==> config.mk <==
export PLATFORM = sky130hd
export DESIGN_NAME = two_color_detect_and_mono_pack_flat
export DESIGN_NICKNAME = d
export VERILOG_FILES = /design/src/rtl/core/tcd_pkg.sv /design/src/rtl/core/tcd_in_if.sv /design/src/rtl/core/tcd_out_if.sv /design/src/rtl/core/tcd_cfg_if.sv /design/src/rtl/core/tcd_front.sv /design/src/rtl/core/tcd_queue.sv /design/src/rtl/core/tcd_back.sv /design/src/rtl/core/two_color_detect_and_mono_pack.sv /design/src/flat_wrapper.sv
export SDC_FILE = /design/constraint.sdc
export NUM_CORES = 1
export LEC_CHECK = 0
export ABC_CLOCK_PERIOD_IN_PS = 6800
export CORE_MARGIN = 3
export CORE_UTILIZATION = 30
export CTS_BUF_LIST = sky130_fd_sc_hd__clkbuf_4
export CTS_CLUSTER_SIZE = 14
export DETAILED_ROUTE_END_ITERATION = 8
export DONT_BUFFER_PORTS = 1
export REMOVE_ABC_BUFFERS = 1
export SYNTH_ARGS = -nofsm -noshare
export SYNTH_HDL_FRONTEND = slang
export SYNTH_HIERARCHICAL = 1
export SYNTH_SLANG_ARGS = --single-unit
==> constraint.sdc <==
create_clock -name clk -period 6.8 [get_ports clk]
set_clock_uncertainty 0.05 [all_clocks]
set_input_delay 1.7 -clock clk [delete_from_list [all_inputs] [get_ports clk]]
set_output_delay 1.7 -clock clk [all_outputs]
set_load 0.02 [all_outputs]
==> src/rtl/core/tcd_pkg.sv <==
package tcd_pkg;

  localparam int CFG_IDX_W  = 2;
  localparam int CFG_DATA_W = 12;
  localparam int RECT_W     = 12;
  localparam int MIN_MONO_W = 7;
  localparam int PIX_W      = 8;
  localparam int POS_W      = 3;
  localparam int Q_DEPTH    = 4;

  localparam logic [CFG_IDX_W-1:0] CFG_RECT_WIDTH    = 2'd0;
  localparam logic [CFG_IDX_W-1:0] CFG_MIN_MONO_SIZE = 2'd1;

  localparam logic KIND_CLASS  = 1'b0;
  localparam logic KIND_BITMAP = 1'b1;

  localparam logic [1:0] CLS_SOLID = 2'd0;
  localparam logic [1:0] CLS_TWO   = 2'd1;
  localparam logic [1:0] CLS_MANY  = 2'd2;

  typedef enum logic {
    OP_CLASSIFY = 1'b0,
    OP_PACK     = 1'b1
  } op_t;

  // one decoded pixel handed from the front to the back
  typedef struct packed {
    op_t              op;
    logic [PIX_W-1:0] pixel;
    logic             last;
    logic [POS_W-1:0] pos;
    logic             flush;
  } cmd_t;

endpackage

==> src/rtl/core/tcd_in_if.sv <==
interface tcd_in_if;
  logic       valid;
  logic       ready;
  logic       op;
  logic [7:0] pixel;
  logic       last;

  modport source (output valid, output op, output pixel, output last, input ready);
  modport sink (input valid, input op, input pixel, input last, output ready);
endinterface

==> src/rtl/core/tcd_out_if.sv <==
interface tcd_out_if;
  logic       valid;
  logic       ready;
  logic       kind;
  logic [1:0] color_class;
  logic       mono_ok;
  logic [7:0] background;
  logic [7:0] foreground;
  logic [7:0] bitmap_byte;
  logic       final_res;

  modport source (
    output valid, output kind, output color_class, output mono_ok,
    output background, output foreground, output bitmap_byte, output final_res,
    input ready
  );
  modport sink (
    input valid, input kind, input color_class, input mono_ok,
    input background, input foreground, input bitmap_byte, input final_res,
    output ready
  );
endinterface

==> src/rtl/core/tcd_cfg_if.sv <==
interface tcd_cfg_if;
  logic        valid;
  logic        ready;
  logic [1:0]  index;
  logic [11:0] data;

  modport source (output valid, output index, output data, input ready);
  modport sink (input valid, input index, input data, output ready);
endinterface

==> src/rtl/core/tcd_front.sv <==
module tcd_front
  import tcd_pkg::*;
#(
  parameter int MAX_WIDTH = 2048
) (
  input  logic              clk,
  input  logic              rst_n,
  tcd_in_if.sink            in_ch,
  input  logic [RECT_W-1:0] rect_width,
  input  logic              q_full,
  output logic              q_push,
  output cmd_t              q_data
);

  localparam int CW    = $clog2(MAX_WIDTH);
  localparam int WW    = $clog2(MAX_WIDTH + 1);
  localparam int CMP_W = ((CW + 1 > WW) ? CW + 1 : WW) + 1;

  logic [CW-1:0]    column_r, column_nxt;
  logic [CMP_W-1:0] width_eff;
  logic [CMP_W-1:0] col_plus;
  logic             row_end;
  logic [POS_W-1:0] pos;
  logic             accept;

  assign in_ch.ready = !q_full;
  assign accept      = in_ch.valid && !q_full;
  assign q_push      = accept;

  // clamp the configured width into 1..MAX_WIDTH
  always_comb begin
    if (rect_width == '0) begin
      width_eff = CMP_W'(1);
    end else if ({1'b0, rect_width} > 13'(MAX_WIDTH)) begin
      width_eff = CMP_W'(MAX_WIDTH);
    end else begin
      width_eff = CMP_W'(rect_width);
    end
  end

  assign col_plus = CMP_W'(column_r) + CMP_W'(1);
  assign row_end  = (col_plus >= width_eff);
  assign pos      = column_r[POS_W-1:0];

  always_comb begin
    q_data.op    = op_t'(in_ch.op);
    q_data.pixel = in_ch.pixel;
    q_data.last  = in_ch.last;
    q_data.pos   = pos;
    q_data.flush = (pos == 3'd7) || row_end || in_ch.last;

    column_nxt = column_r;
    if (accept && op_t'(in_ch.op) == OP_PACK) begin
      if (row_end || in_ch.last) begin
        column_nxt = '0;
      end else begin
        column_nxt = col_plus[CW-1:0];
      end
    end
  end

  always_ff @(posedge clk) begin
    if (!rst_n) begin
      column_r <= '0;
    end else begin
      column_r <= column_nxt;
    end
  end

endmodule

==> src/rtl/core/tcd_queue.sv <==
module tcd_queue
  import tcd_pkg::*;
(
  input  logic clk,
  input  logic rst_n,
  input  logic push,
  input  cmd_t wdata,
  output logic full,
  input  logic pop,
  output logic empty,
  output cmd_t rdata
);

  localparam int PW = $clog2(Q_DEPTH);
  localparam int NW = $clog2(Q_DEPTH + 1);

  cmd_t          mem_r [Q_DEPTH];
  logic [PW-1:0] wptr_r, rptr_r;
  logic [NW-1:0] count_r;

  assign full  = (count_r == NW'(Q_DEPTH));
  assign empty = (count_r == '0);
  assign rdata = mem_r[rptr_r];

  always_ff @(posedge clk) begin
    if (push) begin
      mem_r[wptr_r] <= wdata;
    end
  end

  always_ff @(posedge clk) begin
    if (!rst_n) begin
      wptr_r  <= '0;
      rptr_r  <= '0;
      count_r <= '0;
    end else begin
      if (push) begin
        wptr_r <= (wptr_r == PW'(Q_DEPTH - 1)) ? '0 : wptr_r + PW'(1);
      end
      if (pop) begin
        rptr_r <= (rptr_r == PW'(Q_DEPTH - 1)) ? '0 : rptr_r + PW'(1);
      end
      if (push && !pop) begin
        count_r <= count_r + NW'(1);
      end else if (pop && !push) begin
        count_r <= count_r - NW'(1);
      end
    end
  end

endmodule

==> src/rtl/core/tcd_back.sv <==
module tcd_back
  import tcd_pkg::*;
#(
  parameter int MAX_PIXELS = 65536
) (
  input  logic                  clk,
  input  logic                  rst_n,
  input  logic                  q_empty,
  input  cmd_t                  q_data,
  output logic                  q_pop,
  input  logic [MIN_MONO_W-1:0] min_mono_size,
  tcd_out_if.source             out_ch
);

  localparam int CNT_W = $clog2(MAX_PIXELS + 1);
  localparam logic [CNT_W-1:0] CNT_MAX = CNT_W'(MAX_PIXELS);

  logic [PIX_W-1:0] first_color_r, first_color_nxt;
  logic [PIX_W-1:0] second_color_r, second_color_nxt;
  logic             have_second_r, have_second_nxt;
  logic             saw_third_r, saw_third_nxt;
  logic [CNT_W-1:0] first_cnt_r, first_cnt_nxt;
  logic [CNT_W-1:0] second_cnt_r, second_cnt_nxt;
  logic [CNT_W-1:0] total_r, total_nxt;
  logic [PIX_W-1:0] stored_bg_r, stored_bg_nxt;
  logic [7:0]       acc_r, acc_nxt;

  logic             out_valid_r;
  logic             kind_r, kind_nxt;
  logic [1:0]       class_r, class_nxt;
  logic             mono_ok_r, mono_ok_nxt;
  logic [PIX_W-1:0] bg_r, bg_nxt;
  logic [PIX_W-1:0] fg_r, fg_nxt;
  logic [7:0]       bitmap_r, bitmap_nxt;
  logic             final_r, final_nxt;

  logic             emit;
  logic             out_free;
  logic [7:0]       acc_set;

  assign out_free = !out_valid_r || out_ch.ready;
  assign emit     = (q_data.op == OP_PACK) ? q_data.flush : q_data.last;
  assign q_pop    = !q_empty && (!emit || out_free);

  assign acc_set = (q_data.pixel != stored_bg_r) ? (8'h80 >> q_data.pos) : 8'h00;

  always_comb begin
    first_color_nxt  = first_color_r;
    second_color_nxt = second_color_r;
    have_second_nxt  = have_second_r;
    saw_third_nxt    = saw_third_r;
    first_cnt_nxt    = first_cnt_r;
    second_cnt_nxt   = second_cnt_r;
    total_nxt        = total_r;
    stored_bg_nxt    = stored_bg_r;
    acc_nxt          = acc_r;

    kind_nxt    = KIND_CLASS;
    class_nxt   = CLS_SOLID;
    mono_ok_nxt = 1'b0;
    bg_nxt      = '0;
    fg_nxt      = '0;
    bitmap_nxt  = '0;
    final_nxt   = 1'b1;

    if (q_data.op == OP_CLASSIFY) begin
      if (total_r == '0) begin
        first_color_nxt = q_data.pixel;
        first_cnt_nxt   = CNT_W'(1);
      end else if (q_data.pixel == first_color_r) begin
        first_cnt_nxt = (first_cnt_r < CNT_MAX) ? first_cnt_r + CNT_W'(1) : CNT_MAX;
      end else if (!have_second_r) begin
        second_color_nxt = q_data.pixel;
        have_second_nxt  = 1'b1;
        second_cnt_nxt   = CNT_W'(1);
      end else if (q_data.pixel == second_color_r) begin
        second_cnt_nxt = (second_cnt_r < CNT_MAX) ? second_cnt_r + CNT_W'(1) : CNT_MAX;
      end else begin
        saw_third_nxt = 1'b1;
      end
      total_nxt = (total_r < CNT_MAX) ? total_r + CNT_W'(1) : CNT_MAX;

      if (saw_third_nxt) begin
        class_nxt = CLS_MANY;
      end else if (have_second_nxt) begin
        class_nxt   = CLS_TWO;
        mono_ok_nxt = (total_nxt >= CNT_W'(min_mono_size));
        if (first_cnt_nxt >= second_cnt_nxt) begin
          bg_nxt = first_color_nxt;
          fg_nxt = second_color_nxt;
        end else begin
          bg_nxt = second_color_nxt;
          fg_nxt = first_color_nxt;
        end
      end else begin
        class_nxt = CLS_SOLID;
        bg_nxt    = first_color_nxt;
      end

      // close the pass: keep the background, restart the tracking
      if (q_data.last) begin
        stored_bg_nxt    = bg_nxt;
        first_color_nxt  = '0;
        second_color_nxt = '0;
        have_second_nxt  = 1'b0;
        saw_third_nxt    = 1'b0;
        first_cnt_nxt    = '0;
        second_cnt_nxt   = '0;
        total_nxt        = '0;
      end
    end else begin
      kind_nxt   = KIND_BITMAP;
      bg_nxt     = stored_bg_r;
      bitmap_nxt = acc_r | acc_set;
      final_nxt  = q_data.last;
      acc_nxt    = q_data.flush ? 8'h00 : (acc_r | acc_set);
    end
  end

  always_ff @(posedge clk) begin
    if (!rst_n) begin
      first_color_r  <= '0;
      second_color_r <= '0;
      have_second_r  <= 1'b0;
      saw_third_r    <= 1'b0;
      first_cnt_r    <= '0;
      second_cnt_r   <= '0;
      total_r        <= '0;
      stored_bg_r    <= '0;
      acc_r          <= '0;
      out_valid_r    <= 1'b0;
    end else begin
      if (q_pop) begin
        first_color_r  <= first_color_nxt;
        second_color_r <= second_color_nxt;
        have_second_r  <= have_second_nxt;
        saw_third_r    <= saw_third_nxt;
        first_cnt_r    <= first_cnt_nxt;
        second_cnt_r   <= second_cnt_nxt;
        total_r        <= total_nxt;
        stored_bg_r    <= stored_bg_nxt;
        acc_r          <= acc_nxt;
      end
      if (q_pop && emit) begin
        out_valid_r <= 1'b1;
      end else if (out_ch.ready) begin
        out_valid_r <= 1'b0;
      end
    end
  end

  // result register, loaded only when the slot is free
  always_ff @(posedge clk) begin
    if (q_pop && emit) begin
      kind_r    <= kind_nxt;
      class_r   <= class_nxt;
      mono_ok_r <= mono_ok_nxt;
      bg_r      <= bg_nxt;
      fg_r      <= fg_nxt;
      bitmap_r  <= bitmap_nxt;
      final_r   <= final_nxt;
    end
  end

  assign out_ch.valid       = out_valid_r;
  assign out_ch.kind        = kind_r;
  assign out_ch.color_class = class_r;
  assign out_ch.mono_ok     = mono_ok_r;
  assign out_ch.background  = bg_r;
  assign out_ch.foreground  = fg_r;
  assign out_ch.bitmap_byte = bitmap_r;
  assign out_ch.final_res   = final_r;

endmodule

==> src/rtl/core/two_color_detect_and_mono_pack.sv <==
// Two-color detection and mono bitmap packing for 8-bit pixel rectangles. Stream a
// rectangle once with op 0 to get one classification transaction on the pixel marked
// last (solid / two colors / many, background, foreground, mono allowed), then again
// with op 1 to get packed bitmap bytes, MSB first, one every 8 pixels, at each row end
// and on the last pixel. Classify and pack pixels may be interleaved. The block takes
// one pixel per cycle while the queue is not full: the front tracks the pack column
// and the back updates the color counts, with a four-entry queue between them. A result
// is registered in the output register once its pixel leaves the queue. Write rect_width
// and min_mono_size only while no transaction is in flight.
module two_color_detect_and_mono_pack
  import tcd_pkg::*;
#(
  parameter int MAX_PIXELS = 65536,
  parameter int MAX_WIDTH  = 2048
) (
  input  logic       clk,
  input  logic       rst_n,
  tcd_in_if.sink     in_ch,
  tcd_out_if.source  out_ch,
  tcd_cfg_if.sink    cfg_ch
);

  logic [RECT_W-1:0]     rect_width_r;
  logic [MIN_MONO_W-1:0] min_mono_r;

  logic q_full, q_empty, q_push, q_pop;
  cmd_t q_wdata, q_rdata;

  assign cfg_ch.ready = 1'b1;

  always_ff @(posedge clk) begin
    if (!rst_n) begin
      rect_width_r <= RECT_W'(1);
      min_mono_r   <= MIN_MONO_W'(6);
    end else if (cfg_ch.valid) begin
      case (cfg_ch.index)
        CFG_RECT_WIDTH:    rect_width_r <= cfg_ch.data[RECT_W-1:0];
        CFG_MIN_MONO_SIZE: min_mono_r   <= cfg_ch.data[MIN_MONO_W-1:0];
        default: ;
      endcase
    end
  end

  tcd_front #(
    .MAX_WIDTH (MAX_WIDTH)
  ) u_front (
    .clk        (clk),
    .rst_n      (rst_n),
    .in_ch      (in_ch),
    .rect_width (rect_width_r),
    .q_full     (q_full),
    .q_push     (q_push),
    .q_data     (q_wdata)
  );

  tcd_queue u_queue (
    .clk   (clk),
    .rst_n (rst_n),
    .push  (q_push),
    .wdata (q_wdata),
    .full  (q_full),
    .pop   (q_pop),
    .empty (q_empty),
    .rdata (q_rdata)
  );

  tcd_back #(
    .MAX_PIXELS (MAX_PIXELS)
  ) u_back (
    .clk           (clk),
    .rst_n         (rst_n),
    .q_empty       (q_empty),
    .q_data        (q_rdata),
    .q_pop         (q_pop),
    .min_mono_size (min_mono_r),
    .out_ch        (out_ch)
  );

endmodule

==> src/flat_wrapper.sv <==
// flat-port wrapper written by rule: the top's interface ports become plain ports
module two_color_detect_and_mono_pack_flat import tcd_pkg::*;
#(
  parameter int MAX_PIXELS = 65536,
  parameter int MAX_WIDTH  = 2048
)
  (clk, rst_n, in_ch_valid, in_ch_op, in_ch_pixel, in_ch_last, in_ch_ready, out_ch_valid, out_ch_kind, out_ch_color_class, out_ch_mono_ok, out_ch_background, out_ch_foreground, out_ch_bitmap_byte, out_ch_final_res, out_ch_ready, cfg_ch_valid, cfg_ch_index, cfg_ch_data, cfg_ch_ready);
  tcd_in_if in_ch_i ();
  tcd_out_if out_ch_i ();
  tcd_cfg_if cfg_ch_i ();
  input  logic clk;
  input  logic rst_n;
  input wire logic [$bits(in_ch_i.valid)-1:0] in_ch_valid;
  input wire logic [$bits(in_ch_i.op)-1:0] in_ch_op;
  input wire logic [$bits(in_ch_i.pixel)-1:0] in_ch_pixel;
  input wire logic [$bits(in_ch_i.last)-1:0] in_ch_last;
  output wire logic [$bits(in_ch_i.ready)-1:0] in_ch_ready;
  output wire logic [$bits(out_ch_i.valid)-1:0] out_ch_valid;
  output wire logic [$bits(out_ch_i.kind)-1:0] out_ch_kind;
  output wire logic [$bits(out_ch_i.color_class)-1:0] out_ch_color_class;
  output wire logic [$bits(out_ch_i.mono_ok)-1:0] out_ch_mono_ok;
  output wire logic [$bits(out_ch_i.background)-1:0] out_ch_background;
  output wire logic [$bits(out_ch_i.foreground)-1:0] out_ch_foreground;
  output wire logic [$bits(out_ch_i.bitmap_byte)-1:0] out_ch_bitmap_byte;
  output wire logic [$bits(out_ch_i.final_res)-1:0] out_ch_final_res;
  input wire logic [$bits(out_ch_i.ready)-1:0] out_ch_ready;
  input wire logic [$bits(cfg_ch_i.valid)-1:0] cfg_ch_valid;
  input wire logic [$bits(cfg_ch_i.index)-1:0] cfg_ch_index;
  input wire logic [$bits(cfg_ch_i.data)-1:0] cfg_ch_data;
  output wire logic [$bits(cfg_ch_i.ready)-1:0] cfg_ch_ready;
  assign in_ch_i.valid = in_ch_valid;
  assign in_ch_i.op = in_ch_op;
  assign in_ch_i.pixel = in_ch_pixel;
  assign in_ch_i.last = in_ch_last;
  assign in_ch_ready = in_ch_i.ready;
  assign out_ch_valid = out_ch_i.valid;
  assign out_ch_kind = out_ch_i.kind;
  assign out_ch_color_class = out_ch_i.color_class;
  assign out_ch_mono_ok = out_ch_i.mono_ok;
  assign out_ch_background = out_ch_i.background;
  assign out_ch_foreground = out_ch_i.foreground;
  assign out_ch_bitmap_byte = out_ch_i.bitmap_byte;
  assign out_ch_final_res = out_ch_i.final_res;
  assign out_ch_i.ready = out_ch_ready;
  assign cfg_ch_i.valid = cfg_ch_valid;
  assign cfg_ch_i.index = cfg_ch_index;
  assign cfg_ch_i.data = cfg_ch_data;
  assign cfg_ch_ready = cfg_ch_i.ready;
  two_color_detect_and_mono_pack #(.MAX_PIXELS(MAX_PIXELS), .MAX_WIDTH(MAX_WIDTH)) u_core (.clk(clk), .rst_n(rst_n), .in_ch(in_ch_i), .out_ch(out_ch_i), .cfg_ch(cfg_ch_i));
endmodule
Word level (Yosys, flattened, before mapping)
Memory sizes are Yosys's and may differ from the RTL's. A register that Yosys moved wholly into a read port is not among the register bits.
Cells that the tools add are included.
Widths: inputs -> output; s select.
{"block": "op_classes", "addsub": 8, "order_cmp": 7, "n_eq_ne": 8, "n_shift": 1, "mux": 54, "bitwise": 3, "reduce_logical": 30}
{"cell": "$mux 17", "n": 14}
{"cell": "$mux 8", "n": 13}
{"cell": "$add 17x1->17 const B", "n": 3}
{"cell": "$lt 17x17->1 const B", "n": 3}
{"cell": "$ge 17x17->1", "n": 1}
{"cell": "$ge 17x7->1", "n": 1}
{"cell": "$logic_not 17->1", "n": 1}
{"cell": "$mux 1", "n": 17}
{"cell": "$eq 8x8->1", "n": 2}
{"cell": "$ge 12x13->1", "n": 1}
{"cell": "$mux 13", "n": 1}
{"cell": "$add 11x1->12 const B", "n": 1}
{"cell": "$gt 12x12->1 const B", "n": 1}
{"cell": "$logic_not 12->1", "n": 1}
{"cell": "$mux 12", "n": 1}
{"cell": "$mux 11", "n": 1}
{"cell": "$mux 2", "n": 5}
{"cell": "$ne 8x8->1", "n": 1}
{"cell": "$or 8x8->8", "n": 1}
{"cell": "$reduce_and 2->1", "n": 4}
{"cell": "$shr 8x3->8 const A", "n": 1}
{"cell": "$eq 3x3->1 const B", "n": 2}
{"cell": "$logic_and 1x1->1", "n": 6}
{"cell": "$logic_not 1->1", "n": 6}
{"cell": "other kinds (14)", "n": 23}
{"block": "word_totals", "register_bits": 152, "mem_bits_rw": 56, "out_inout_bits": 32, "wordCells": 136, "memories": 1}
{"memory": "u_core.u_queue.mem_r", "depth": 4, "width": 14, "read_ports": 1, "rd_clocked_by_memory_dff": 1, "write_ports": 1, "line_no": "tcd_queue.sv:17", "text": "cmd_t mem_r [Q_DEPTH];"}

Longest topological paths before layout
{"block": "depth", "ltp_word": 12, "mapped_depth": 21, "mapped_depth_nobuf": 17}

Modules after synthesis
The synthesis kept the hierarchy.
{"mod": "tcd_back", "n_inst": 1, "cells_per_inst": 824, "area_per_inst_um2": 7113.1}
{"mod": "tcd_queue", "n_inst": 1, "cells_per_inst": 117, "area_per_inst_um2": 2506.2}
{"mod": "tcd_front", "n_inst": 1, "cells_per_inst": 157, "area_per_inst_um2": 1151.1}
{"mod": "two_color_detect_and_mono_pack", "n_inst": 1, "cells_per_inst": 81, "area_per_inst_um2": 777.0}

Worst setup path after synthesis
OpenSTA, ideal clock, no wires.
{"block": "synth_timing", "path_kind": "register to register", "startpoint": "register with a tool-made name", "endpoint": "register u_core.u_back.fg_r[0], in the netlist u_core/u_back/out_ch.foreground[0] (data pin)", "setup_ps": 158, "arrival_time_ps": 4634, "t_required_ps": 6592, "setup_slack_ps": 1958, "stages_incl_launch_ff": 21, "path_buffers": 4, "period_less_slack_ps": 4842, "cell_sequence": "dfxtp_1 > buf_6 > buf_12 > mux4_2 > buf_2 > xnor2_1 > nand4_2 > nor2_2 > and3_1 > buf_2 > nand4_1 > xor2_1 > nor2_1 > ha_1 > a21o_1 > a221o_1 > a2111oi_4 > o21a_4 > mux2i_1 > nor2_1 > nor3_1"}
{"item": "to (signal assigned)", "line_no": "tcd_back.sv:159", "text": "fg_r <= fg_nxt;"}
{"item": "to (decl)", "line_no": "tcd_back.sv:33", "text": "logic [PIX_W-1:0] fg_r, fg_nxt;"}

==> flow_metrics.env <==
export IMPL_io_buffers=0
export IMPL_layout_drive_gt1_share=0.127
export IMPL_cts_sinks=210
export IMPL_grt_pass1_wl_um=45800
export IMPL_reg2regPathDepth=16
export IMPL_drc_errors=0
export IMPL_dieWidth_um=202
export IMPL_firstDrtPassIters=7
export IMPL_dpl_worst_slack_ns=0.917
export IMPL_hold_class="register to register"
export IMPL_io_pin_count=61
export IMPL_first_global_vias=8441
export IMPL_worstHoldPathCells=2
export IMPL_grt_ovfl_total=0
export IMPL_yosysTopAreaCellShare=0.221
export IMPL_finish_utilization=0.331
export IMPL_rows=71
export IMPL_outcome="complete, no violations"
export IMPL_ctsResizeCount=0
export IMPL_start_kind="register"
export IMPL_dp_hpwl_um=19900
export IMPL_ys_ff_latch=210
export IMPL_timing_fmax_ghz=0.169
export IMPL_finalCritPeriodShare=0.871
export IMPL_fp_coreArea_sq_um=37800
export IMPL_post_drt_wl_per_cell_um=16.3
export IMPL_clkTransAtPathRegs_ns=0.06
export IMPL_synth_warnings=6
export IMPL_synth_area_leader_cell="edfxtp_1"
export IMPL_drt_iter0_markers=599
export IMPL_async_reset_ff_frac=0
export IMPL_dp_cells=1614
export IMPL_min_delay_worst_endpoint="u_core/min_mono_r[3]$_SDFFE_PN0P_"
export IMPL_route_met2_wl_um=13000
export IMPL_ys_types=92
export IMPL_wl_um=28000
export IMPL_powerDensity_nw_per_um2=336
export IMPL_wl_met1_um=12900
export IMPL_syn_inst=1179
export IMPL_p_leak_nw=4.30
export IMPL_cts_root_buf="clkbuf_4"
export IMPL_gp_congestion=0.883
export IMPL_whs_ns=0.410
export IMPL_cp_required_ns=7.27
export IMPL_cap_violations=0
export IMPL_r2r_setup_slack_ns=0.88
export IMPL_worst_slack_ns=0.876
export IMPL_min_from="u_core/min_mono_r[3]$_SDFFE_PN0P_"
export IMPL_dr_wl_met3_um=1630
export IMPL_arrival_ns=6.39
export IMPL_multiInputGateArea_sq_um=5940
export IMPL_antenna_found_initial=1
export IMPL_start_util=0.305
export IMPL_fp_dieArea_sq_um=40900
export IMPL_period_needed_ns=5.92
export IMPL_worst_setup_path_end_kind="register"
export IMPL_ir_worst_vdd_uv=207
export IMPL_synth_area_leaders="edfxtp_1, dfxtp_1, ha_1, nand2_1, nor2b_1"
export IMPL_cts_buffers=55
export IMPL_synth_edf_count=85
export IMPL_grt_total_usage=0.136
export IMPL_setup_viol=0
export IMPL_final_hold_viol_count=0
export IMPL_netlist_area_sq_um=11500
export IMPL_vias_per_cell=5.11
export IMPL_drv_slew=0
export IMPL_r2r_end="u_core/u_back/out_ch.foreground[2]$_SDFFCE_PP0P_"
export IMPL_fin_cells=1716
export IMPL_ys_seq_area_frac=0.438
export IMPL_worstSetupPathType="register to register"
export IMPL_rsz0062_at_grt="no"
export IMPL_cp_max_fo=10
export IMPL_syn_area_per_cell_sq_um=9.79
export IMPL_die_h_um=202
export IMPL_syn2layout_area_growth_pct=8.44
export IMPL_cts_path_max_buffers=3
export IMPL_fillers=3913
export IMPL_seqCellArea_sq_um=5050
export IMPL_synth_flop_cell="dfxtp_1"
export IMPL_ant_nets=0
export IMPL_routed_top_layer="met4"
export IMPL_worst_pin_slew_ns=0.980
export IMPL_grt_max_degree=92
export IMPL_via_count=8774
export IMPL_insertion_delay_ns=0.70
export IMPL_cts_hold_buf=0
export IMPL_tns_ns=0
export IMPL_cts_tree="done"
export IMPL_post_cts_setup_buffers=0
export IMPL_relSlewSlack=0.346
export IMPL_cts_max_level=2
export IMPL_finalNetCount=1238
critical path: stages, from the launching register on:
cell	delay, ns
dfxtp_1	0.63
mux4_1	0.82
xnor2_1	0.30
nand4_2	0.27
nor2_2	0.38
and3_1	0.44
nand4_1	0.18
xor2_1	0.18
nor2_1	0.12
ha_1	0.25
a21o_1	0.18
a221o_1	0.40
a2111oi_4	0.41
o21a_4	0.24
mux2i_1	0.65
nor2_1	0.09
nor3_1	0.19
routing by layer:
metal  global-route usage  vias to the layer above
met5                    0                        -
met1                0.187                     4159
li1                     -                     4338
met3               0.0346                       35
met4               0.0376                        0
met2                0.214                      242
stage by stage:
stage                     instance area (sq um)  power (mW)
after floorplan                           11100        2.68
final                                     12500        4.21
after global placement                    11800        3.10
after global routing                      12500        4.48
after CTS                                 12500        4.27
after detailed placement                  11800        3.11
worst max-delay path by stage:
stage	startpoint	end	slack, ns	depth (start not counted)
2_1_floorplan	register	u_core/u_back/out_ch.foreground[0]$_SDFFCE_PP0P_	1.57	16
3_3_place_gp	register	u_core/u_back/out_ch.foreground[2]$_SDFFCE_PP0P_	1.12	16
3_5_place_dp	register	u_core/u_back/out_ch.foreground[3]$_SDFFCE_PP0P_	0.92	16
4_1_cts	register	u_core/u_back/out_ch.foreground[3]$_SDFFCE_PP0P_	0.92	16
5_1_grt	register	u_core/u_back/out_ch.foreground[3]$_SDFFCE_PP0P_	0.53	16
6_report	register	u_core/u_back/out_ch.foreground[2]$_SDFFCE_PP0P_	0.88	16
cell families (layout without fill, tap and decap cells):
| family | count (synthesis) | after routing | share of synthesized area |
|---|---|---|---|
| mux | 38 | 38 | 0.0496 |
| simple gates | 427 | 427 | 0.199 |
| buf+inv | 112 | 136 | 0.0483 |
| other cells | 1 | 3 | 0.000325 |
| fa+ha+maj | 49 | 49 | 0.0537 |
| compound gates | 281 | 281 | 0.165 |
| flops | 210 | 210 | 0.438 |
| xor+xnor | 61 | 61 | 0.0463 |
cells in the final DEF (no fill, tap or decap), drive strengths merged, types with 20 or more instances in the layout:
| cell | count |
|---|---|
| nor2b | 53 |
| xor2 | 29 |
| nor3 | 29 |
| xnor2 | 32 |
| clkbuf | 92 |
| inv | 28 |
| a22oi | 23 |
| ha | 48 |
| nor2 | 64 |
| dfxtp | 125 |
| a21oi | 60 |
| nand4 | 20 |
| and2 | 20 |
| edfxtp | 85 |
| nand2 | 130 |
| o31ai | 37 |
| o21ai | 55 |
| mux2i | 22 |
| nand3 | 33 |
state kept, by name (all words and copies together) (netlist names), 2 cells and up, named ones only:
name,cells
u_core/min_mono_r,7
u_core/rect_width_r,12
u_core/u_back/acc_r,8
u_core/u_back/first_cnt_r,17
u_core/u_back/first_color_r,8
u_core/u_back/out_ch.background,8
u_core/u_back/out_ch.bitmap_byte,8
u_core/u_back/out_ch.color_class,2
u_core/u_back/out_ch.foreground,8
u_core/u_back/second_cnt_r,17
u_core/u_back/second_color_r,8
u_core/u_back/stored_bg_r,8
u_core/u_back/total_r,17
u_core/u_front/column_r,11
u_core/u_queue/count_r,3
u_core/u_queue/mem_r,56
u_core/u_queue/rptr_r,2
u_core/u_queue/wptr_r,2
cells in the mapped netlist (19+ instances only):
library cell	n
a21oi_1	58
a22oi_1	23
a31oi_1	19
buf_2	31
clkbuf_1	30
dfxtp_1	125
edfxtp_1	85
ha_1	48
inv_1	28
mux2i_1	22
nand2_1	129
nand3_1	32
nor2_1	61
nor2b_1	53
nor3_1	27
o21ai_0	44
o31ai_1	35
xnor2_1	32
xor2_1	29
area by class of cell:
cell class / instances / share of cell area
Timing Repair Buffer: 7 / 0.00420
Antenna cell: 2 / 0.000400
Clock buffer: 92 / 0.0552
Inverter: 29 / 0.00869
Sequential cell: 210 / 0.404
Clock inverter: 8 / 0.00280
Multi-Input combinational cell: 857 / 0.474
Tap cell: 511 / 0.0511
where the power goes:
group	total, mW	switching [mW]	leakage, nW	internal, mW
combinational	1.25	0.827	2.06	0.421
clock	1.12	0.519	0.438	0.605
sequential	1.84	0.276	1.81	1.56
Note: power is estimated with default switching activity, not from simulation.
